===== src/design/svptw_pkg.sv =====
`timescale 1ns / 1ps
// ----------------------------------------------------------------------------
// svptw_pkg: shared types and codes for the Sv39 page table walker
// Beat layouts, walk state, configuration registers and encodings.
// ----------------------------------------------------------------------------
package svptw_pkg;

    // Register indexes on the configuration port
    localparam logic [2:0] REG_TRANSLATION_MODE = 3'd0;
    localparam logic [2:0] REG_ROOT_TABLE_PPN   = 3'd1;
    localparam logic [2:0] REG_PRIVILEGE_MODE   = 3'd2;
    localparam logic [2:0] REG_SUM              = 3'd3;
    localparam logic [2:0] REG_MXR              = 3'd4;

    localparam int CFG_INDEX_W = 3;
    localparam int CFG_DATA_W  = 44;

    // Command codes
    localparam logic CMD_TRANSLATE = 1'b0;
    localparam logic CMD_ENTRY     = 1'b1;

    // Result kinds
    localparam logic RES_READ_REQ = 1'b0;
    localparam logic RES_DONE     = 1'b1;

    // Access kinds
    localparam logic [1:0] ACC_LOAD  = 2'd0;
    localparam logic [1:0] ACC_STORE = 2'd1;
    localparam logic [1:0] ACC_FETCH = 2'd2;
    localparam logic [1:0] ACC_RSVD  = 2'd3;

    // Privilege levels
    localparam logic [1:0] PRIV_USER  = 2'd0;
    localparam logic [1:0] PRIV_SUPER = 2'd1;
    localparam logic [1:0] PRIV_MACH  = 2'd3;

    // satp modes
    localparam logic [3:0] MODE_BARE = 4'd0;
    localparam logic [3:0] MODE_SV39 = 4'd8;

    localparam logic [1:0] STATUS_OK = 2'd0;

    localparam logic [1:0] LEVEL_ROOT = 2'd2;

    typedef struct packed {
        logic        command;
        logic [63:0] vaddr;
        logic [1:0]  access_kind;
        logic [63:0] entry_word;
    } item_t;

    typedef struct packed {
        logic        result_kind;
        logic [55:0] entry_address;
        logic [63:0] paddr;
        logic [1:0]  status;
    } result_t;

    typedef struct packed {
        logic        active;
        logic [1:0]  level;
        logic [43:0] table_page;
        logic [26:0] page_numbers;
        logic [11:0] page_offset;
        logic [1:0]  access_kind;
    } walk_t;

    typedef struct packed {
        logic [3:0]  translation_mode;
        logic [43:0] root_table_ppn;
        logic [1:0]  privilege_mode;
        logic        sum;
        logic        mxr;
    } cfg_t;

endpackage


===== src/design/svptw_step.sv =====
`timescale 1ns / 1ps
// ----------------------------------------------------------------------------
// svptw_step: one walk step
// Takes a registered beat and the walk state, and gives the next walk state
// and at most one result beat. Purely combinational.
// ----------------------------------------------------------------------------
module svptw_step
(
    input  svptw_pkg::item_t   item,
    input  svptw_pkg::walk_t   walk,
    input  svptw_pkg::cfg_t    cfg,
    output svptw_pkg::walk_t   walk_next,
    output logic               emit,
    output svptw_pkg::result_t result
);
    import svptw_pkg::*;

    logic [1:0]  start_kind;
    logic [1:0]  new_level;
    logic [8:0]  vpn_new;
    logic [43:0] pte_ppn;
    logic [25:0] ppn2;
    logic [8:0]  ppn1;
    logic [8:0]  ppn0;
    logic [8:0]  pa_ppn1;
    logic [8:0]  pa_ppn0;
    logic        pte_d, pte_a, pte_u, pte_x, pte_w, pte_r, pte_v;
    logic        bad_format;
    logic        is_pointer;
    logic        leaf_fault;
    logic        canonical;

    // Entry fields
    assign pte_ppn = item.entry_word[53:10];
    assign ppn2    = item.entry_word[53:28];
    assign ppn1    = item.entry_word[27:19];
    assign ppn0    = item.entry_word[18:10];
    assign pte_d   = item.entry_word[7];
    assign pte_a   = item.entry_word[6];
    assign pte_u   = item.entry_word[4];
    assign pte_x   = item.entry_word[3];
    assign pte_w   = item.entry_word[2];
    assign pte_r   = item.entry_word[1];
    assign pte_v   = item.entry_word[0];

    assign start_kind = (item.access_kind == ACC_RSVD) ? ACC_LOAD : item.access_kind;
    assign canonical  = (item.vaddr[63:38] == '0)
                     || (item.vaddr[63:38] == '1);
    assign new_level  = walk.level - 2'd1;

    // VPN slice for the level below
    always_comb
    begin
        case (new_level)
            2'd0:    vpn_new = walk.page_numbers[8:0];
            2'd1:    vpn_new = walk.page_numbers[17:9];
            2'd2:    vpn_new = walk.page_numbers[26:18];
            default: vpn_new = '0;
        endcase
    end

    // Entry checks
    assign bad_format = (item.entry_word[63:54] != '0) || !pte_v || (pte_w && !pte_r);
    assign is_pointer = !pte_r && !pte_x;

    always_comb
    begin
        leaf_fault = 1'b0;
        if ((walk.level == 2'd2) && ((ppn1 != '0) || (ppn0 != '0)))
            leaf_fault = 1'b1;
        if ((walk.level == 2'd1) && (ppn0 != '0))
            leaf_fault = 1'b1;
        if ((cfg.privilege_mode == PRIV_USER) && !pte_u)
            leaf_fault = 1'b1;
        if ((cfg.privilege_mode == PRIV_SUPER) && pte_u
            && ((walk.access_kind == ACC_FETCH) || !cfg.sum))
            leaf_fault = 1'b1;
        if ((walk.access_kind == ACC_STORE) && !pte_w)
            leaf_fault = 1'b1;
        if ((walk.access_kind == ACC_LOAD) && !pte_r && !(cfg.mxr && pte_x))
            leaf_fault = 1'b1;
        if ((walk.access_kind == ACC_FETCH) && !pte_x)
            leaf_fault = 1'b1;
        if (!pte_a || ((walk.access_kind == ACC_STORE) && !pte_d))
            leaf_fault = 1'b1;
    end

    // Superpages take the low page numbers from the virtual address
    assign pa_ppn1 = (walk.level == 2'd2) ? walk.page_numbers[17:9] : ppn1;
    assign pa_ppn0 = (walk.level != 2'd0) ? walk.page_numbers[8:0]  : ppn0;

    // Step decision
    always_comb
    begin
        walk_next = walk;
        emit      = 1'b0;
        result    = '0;
        if (item.command == CMD_TRANSLATE)
        begin
            walk_next.active = 1'b0;
            emit             = 1'b1;
            result.result_kind = RES_DONE;
            if ((cfg.translation_mode == MODE_BARE) || (cfg.privilege_mode == PRIV_MACH))
                result.paddr = item.vaddr;
            else if ((cfg.translation_mode != MODE_SV39) || !canonical)
                result.status = start_kind + 2'd1;
            else
            begin
                walk_next.active       = 1'b1;
                walk_next.level        = LEVEL_ROOT;
                walk_next.table_page   = cfg.root_table_ppn;
                walk_next.page_numbers = item.vaddr[38:12];
                walk_next.page_offset  = item.vaddr[11:0];
                walk_next.access_kind  = start_kind;
                result.result_kind     = RES_READ_REQ;
                result.entry_address   = {cfg.root_table_ppn,
                                          item.vaddr[38:30], 3'b000};
            end
        end
        else if (walk.active)
        begin
            emit               = 1'b1;
            result.result_kind = RES_DONE;
            walk_next.active   = 1'b0;
            if (bad_format || (is_pointer && (walk.level == 2'd0)))
                result.status = walk.access_kind + 2'd1;
            else if (is_pointer)
            begin
                walk_next.active     = 1'b1;
                walk_next.table_page = pte_ppn;
                walk_next.level      = new_level;
                result.result_kind   = RES_READ_REQ;
                result.entry_address = {pte_ppn, vpn_new, 3'b000};
            end
            else if (leaf_fault)
                result.status = walk.access_kind + 2'd1;
            else
                result.paddr = {8'h00, ppn2, pa_ppn1, pa_ppn0,
                                walk.page_offset};
        end
    end

endmodule


===== src/design/sv39_page_table_walker.sv =====
`timescale 1ns / 1ps
// ----------------------------------------------------------------------------
// sv39_page_table_walker: Sv39 three-level page table walker
// Translate commands and returned entries come in as beats; read requests
// and finished translations go out. Entry memory is outside the block.
// ----------------------------------------------------------------------------
// Path: a taken beat goes into the input register, is checked by the step logic
//   and its result is registered in the result register, which drives out_valid.
// Throughput: one beat per cycle; the result register frees itself in the
//   same cycle it is taken, so the input side only stalls on output stall.
// Reset: idle walker, level 2, all config zero except privilege (machine).
// ----------------------------------------------------------------------------
module sv39_page_table_walker
(
    input  logic                               clk,
    input  logic                               rst_n,
    input  logic                               in_valid,
    output logic                               in_stall,
    input  logic                               command,
    input  logic [63:0]                        vaddr,
    input  logic [1:0]                         access_kind,
    input  logic [63:0]                        entry_word,
    output logic                               out_valid,
    input  logic                               out_stall,
    output logic                               result_kind,
    output logic [55:0]                        entry_address,
    output logic [63:0]                        paddr,
    output logic [1:0]                         status,
    input  logic                               cfg_write,
    input  logic [svptw_pkg::CFG_INDEX_W-1:0]  cfg_index,
    input  logic [svptw_pkg::CFG_DATA_W-1:0]   cfg_data
);
    import svptw_pkg::*;

    item_t   item_reg;
    logic    item_valid_reg;
    walk_t   walk_reg;
    walk_t   walk_next;
    cfg_t    cfg_reg;
    result_t result_reg;
    result_t result_next;
    logic    result_valid_reg;
    logic    emit;
    logic    advance;
    logic    in_take;

    // Pipeline flow
    assign advance  = !result_valid_reg || !out_stall;
    assign in_stall = item_valid_reg && !advance;
    assign in_take  = in_valid && !in_stall;

    svptw_step u_step
    (
        .item      (item_reg),
        .walk      (walk_reg),
        .cfg       (cfg_reg),
        .walk_next (walk_next),
        .emit      (emit),
        .result    (result_next)
    );

    // Input register
    always_ff @(posedge clk or negedge rst_n)
    begin
        if (!rst_n)
            item_valid_reg <= 1'b0;
        else if (in_take)
            item_valid_reg <= 1'b1;
        else if (advance)
            item_valid_reg <= 1'b0;
    end

    always_ff @(posedge clk)
    begin
        if (in_take)
        begin
            item_reg.command     <= command;
            item_reg.vaddr       <= vaddr;
            item_reg.access_kind <= access_kind;
            item_reg.entry_word  <= entry_word;
        end
    end

    // Walk state
    always_ff @(posedge clk or negedge rst_n)
    begin
        if (!rst_n)
        begin
            walk_reg.active       <= 1'b0;
            walk_reg.level        <= LEVEL_ROOT;
            walk_reg.table_page   <= '0;
            walk_reg.page_numbers <= '0;
            walk_reg.page_offset  <= '0;
            walk_reg.access_kind  <= ACC_LOAD;
        end
        else if (item_valid_reg && advance)
            walk_reg <= walk_next;
    end

    // Result register
    always_ff @(posedge clk or negedge rst_n)
    begin
        if (!rst_n)
            result_valid_reg <= 1'b0;
        else if (advance)
            result_valid_reg <= item_valid_reg && emit;
    end

    always_ff @(posedge clk)
    begin
        if (advance && item_valid_reg && emit)
            result_reg <= result_next;
    end

    // Configuration registers
    always_ff @(posedge clk or negedge rst_n)
    begin
        if (!rst_n)
        begin
            cfg_reg.translation_mode <= MODE_BARE;
            cfg_reg.root_table_ppn   <= '0;
            cfg_reg.privilege_mode   <= PRIV_MACH;
            cfg_reg.sum              <= 1'b0;
            cfg_reg.mxr              <= 1'b0;
        end
        else if (cfg_write)
        begin
            unique case (cfg_index)
                REG_TRANSLATION_MODE: cfg_reg.translation_mode <= cfg_data[3:0];
                REG_ROOT_TABLE_PPN:   cfg_reg.root_table_ppn   <= cfg_data[43:0];
                REG_PRIVILEGE_MODE:   cfg_reg.privilege_mode   <= cfg_data[1:0];
                REG_SUM:              cfg_reg.sum              <= cfg_data[0];
                REG_MXR:              cfg_reg.mxr              <= cfg_data[0];
                default:              ;
            endcase
        end
    end

    // Outputs
    assign out_valid     = result_valid_reg;
    assign result_kind   = result_reg.result_kind;
    assign entry_address = result_reg.entry_address;
    assign paddr         = result_reg.paddr;
    assign status        = result_reg.status;

endmodule

===== config.mk =====
export PLATFORM = sky130hd
export DESIGN_NAME = sv39_page_table_walker
export DESIGN_NICKNAME = d
export VERILOG_FILES = /design/src/design/svptw_pkg.sv /design/src/design/svptw_step.sv /design/src/design/sv39_page_table_walker.sv
export SDC_FILE = /design/constraint.sdc
export NUM_CORES = 1
export LEC_CHECK = 0
export BUFFER_PORTS_ARGS = -buffer_cell sky130_fd_sc_hd__buf_2
export CAP_MARGIN = 25
export CORE_MARGIN = 2
export CORE_UTILIZATION = 55
export CTS_BUF_LIST = sky130_fd_sc_hd__clkbuf_16
export CTS_CLUSTER_SIZE = 10
export DETAILED_ROUTE_END_ITERATION = 8
export PLACE_DENSITY_LB_ADDON = 0.05
export SYNTH_ARGS = -nofsm -noshare
export SYNTH_HDL_FRONTEND = slang
export SYNTH_SLANG_ARGS = --single-unit

===== constraint.sdc =====
create_clock -name clk -period 20.5 [get_ports clk]
set_input_delay 2.05 -clock clk [delete_from_list [all_inputs] [get_ports clk]]
set_output_delay 2.05 -clock clk [all_outputs]
set_load 0.05 [all_outputs]

==> summary.md <==
| Metric | Value |
|---|---|
| Status | `finished, final reports clean` |
| CP startpoint | `out_stall` |
| Ports | `a little over 300` |
| Pleak | `6.75 nW` |
| Final Wtd Congestion | `around 0.78` |
| Hold WC Path Type | `register to register` |
| Main synth FF type | `edfxtp_1` |
| Die footprint | `around 25000 sq um` |
| Peak VDD IR | `60.4 uV` |
| Number of synthesized flops with an enable pin | `around 250` |
| Count leader, synth | `edfxtp_1` |
| CP Capture Type | `output pin` |
| Relative slew margins | `about 36%` |
| Ranking of synthesized cells by area | `edfxtp_1 56%, dfrtp_1 18%, mux2_2 9.6%` |
| Syn Inst Count | `between 700 and 800` |
| H-tree depth | `2` |
| # setup viols final | `0` |
| Max Cap Viol | `0` |
| DR vias/cell | `between 5 and 6` |
| Setup TNS | `0 ns` |
| 1st-pass router iterations | `5` |
| Kind of critical path | `input pin to output pin` |
| DP Wirelength | `~20000 um` |
| Global-route wire length before repair | `45300 um` |
| Unrepaired setup endpoints after global routing | `false` |
| YS warnings | `0` |
| # nets final | `around 1200` |
| R2R Path Start | `item_reg[107]$_DFFE_PP_` |
| Final period utilization | `a little under a quarter` |
| Worst slack, placed | `~16 ns` |
| Core Area | `roughly 24000 sq um` |
| Clock skew | `~0.020 ns` |
| DP Cell Count | `1324` |
| Wire per inst | `21.4 um` |
| Synth async-reset ratio | `roughly 28%` |
| Pin count of the biggest net entering global routing | `66` |
| # DRC | `0` |
| Row cnt | `56` |
| CP max FO | `3` |
| Flop2flop setup slack | `17.41 ns` |
| Vias | `just under 8000` |
| End of the worst register-to-register path | `entry_address[34]$_DFFE_PP_` |
| Overall Global Routing Usage | `a little under a quarter` |
| Measured slew at the worst slew-check pin | `0.964 ns` |
| Post-CTS sizing | `0` |
| Synth Register Bits | `~350` |
| Die H | `around 160 um` |
| Synth cell count leaders | `248 x edfxtp_1, 112 x mux2_2, 100 x a22o_1` |
| Hold Vio Cnt, Final | `0` |
| Final core utilization | `around 70%` |
| Max Root-Sink Buffers | `3` |
| Req. time, crit path | `18.45 ns` |
| Clock period minus worst slack | `around 4.6 ns` |
| Arrival @ worst endpoint | `roughly 2.6 ns` |
| WL final | `~30000 um` |
| Critical Path Source Type | `input pin` |
| Vias in the first global route | `7736` |
| CTS sink count | `346` |
| Initial Util | `56.1%` |
| CTS hold repair buffers | `0` |
| Synthesized cell area | `roughly 13000 sq um` |
| Initial antenna violation count | `2` |
| Layout cells sized above 1 | `45.0%` |
| Yosys cell types | `46` |
| Post-CTS Setup Bufs | `0` |
| TritonCTS clock tree | `done` |
| Worst Setup EP | `in_stall` |
| Fmax | `215 MHz` |
| Die X-Extent | `~160 um` |
| Skew-Pair Late Insertion Delay | `between 0.5 and 0.6 ns` |
| Root Buffer | `clkbuf_16` |
| R2R cell count | `6` |
| Total congestion overflow | `0` |
| Average size of a mapped cell | `around 18 sq um` |
| Leading area contributor after synthesis | `edfxtp_1` |
| # port buffers | `~300` |
| Register area share after synthesis | `about three quarters` |
| Max reg flops | `approximately 130` |
| CTS Buf Count | `40` |
| Worst-path clk slew | `about 0.05 ns` |
| Synth-to-Final Area Change | `22.9%` |
| Fillers | `1668` |
| Post-Place Cell Area | `between 15000 and 20000 sq um` |
| 1st-iter DRT viols | `between 500 and 600` |
| Synth top area share | `56.4%` |
| Number of max-slew violations in the final report | `0` |
| Final worst slack | `roughly 16 ns` |
| Final Non-Filler Cells | `1400` |
| Pwr dens | `around 100 nW/um^2` |
| DRT antenna net count | `0` |
| Final Instance Area | `16200 sq um` |
## report_power, final
group | switching, mW | internal [mW] | total (mW)
logic | 0.104 | 0.0531 | 0.157
clock network | 0.260 | 0.359 | 0.619
registers | 0.0283 | 0.816 | 0.844
## critical path, cell delays in order
cell     delay (ns)
buf_2          0.10
nand3_1        0.11
inv_1          0.08
buf_2          0.26
## through the flow
step | hold slack (ns) | total power [mW]
6_report | 0.503 | 1.62
5_1_grt | 0.517 | 1.68
3_3_place_gp | 0.490 | 1.01
4_1_cts | 0.507 | 1.63
3_5_place_dp | 0.495 | 1.02
2_1_floorplan | 0.473 | 0.960
## layout make-up
cell class                      instances  area, sq um  area share, %
Tap cell                              319          399           2.46
Inverter                               11         41.3          0.254
Clock buffer                           41         1030           6.32
Sequential cell                       346         9900           61.0
Clock inverter                         32          130          0.802
Multi-Input combinational cell        334         3120           19.2
Antenna cell                            3         7.51         0.0462
Timing Repair Buffer                  314         1610           9.90
## routing by layer
layer	share of wire [%]	vias to the layer above	wire length, um	global-route usage, %
met5	0	-	0	0
met4	2.0	0	602	6.40
met3	7.9	43	2380	5.18
met2	48	330	14500	38.0
met1	42	3927	12600	33.0
li1	-	3572	-	-
## layout by cell type (no fill, tap or decap), types with 4 or more instances in the layout
cell         n
buf_2      300
edfxtp_1   248
mux2_2     112
a22o_1     100
dfrtp_1     95
inv_1       41
clkbuf_16   41
buf_4       14
and2_1      11
nor4_1      10
a222oi_1     9
o2bb2ai_1    9
ha_1         9
nand2_1      8
nand4_1      8
a21oi_1      6
nor3_1       4
nor2_1       4
or3_1        4
## cell families after synthesis
kind of cell             Yosys count  share of synthesized area (%)
flip-flops                       346                           75.0
multiplexers                     112                           9.55
adder cells (fa/ha/maj)            9                          0.853
buffers and inverters             51                           1.87
AO/OA/AOI/OAI                    140                           9.33
AND/OR/NAND/NOR                   70                           3.36
other                              1                         0.0284
## worst min path at each step
stage,cells after the start,slack [ns],endpoint,start
6_report,1,0.50,cfg_reg[9]$_DFFE_PN0P_,cfg_reg[9]$_DFFE_PN0P_
5_1_grt,1,0.52,walk_reg[35]$_DFFE_PN0P_,walk_reg[35]$_DFFE_PN0P_
4_1_cts,1,0.51,walk_reg[11]$_DFFE_PN0P_,item_reg[75]$_DFFE_PP_
3_5_place_dp,1,0.50,walk_reg[11]$_DFFE_PN0P_,item_reg[75]$_DFFE_PP_
3_3_place_gp,1,0.49,walk_reg[35]$_DFFE_PN0P_,walk_reg[35]$_DFFE_PN0P_
2_1_floorplan,1,0.47,cfg_reg[0]$_DFFE_PN0P_,cfg_reg[0]$_DFFE_PN0P_
Note: power is estimated with default switching activity, not from simulation.
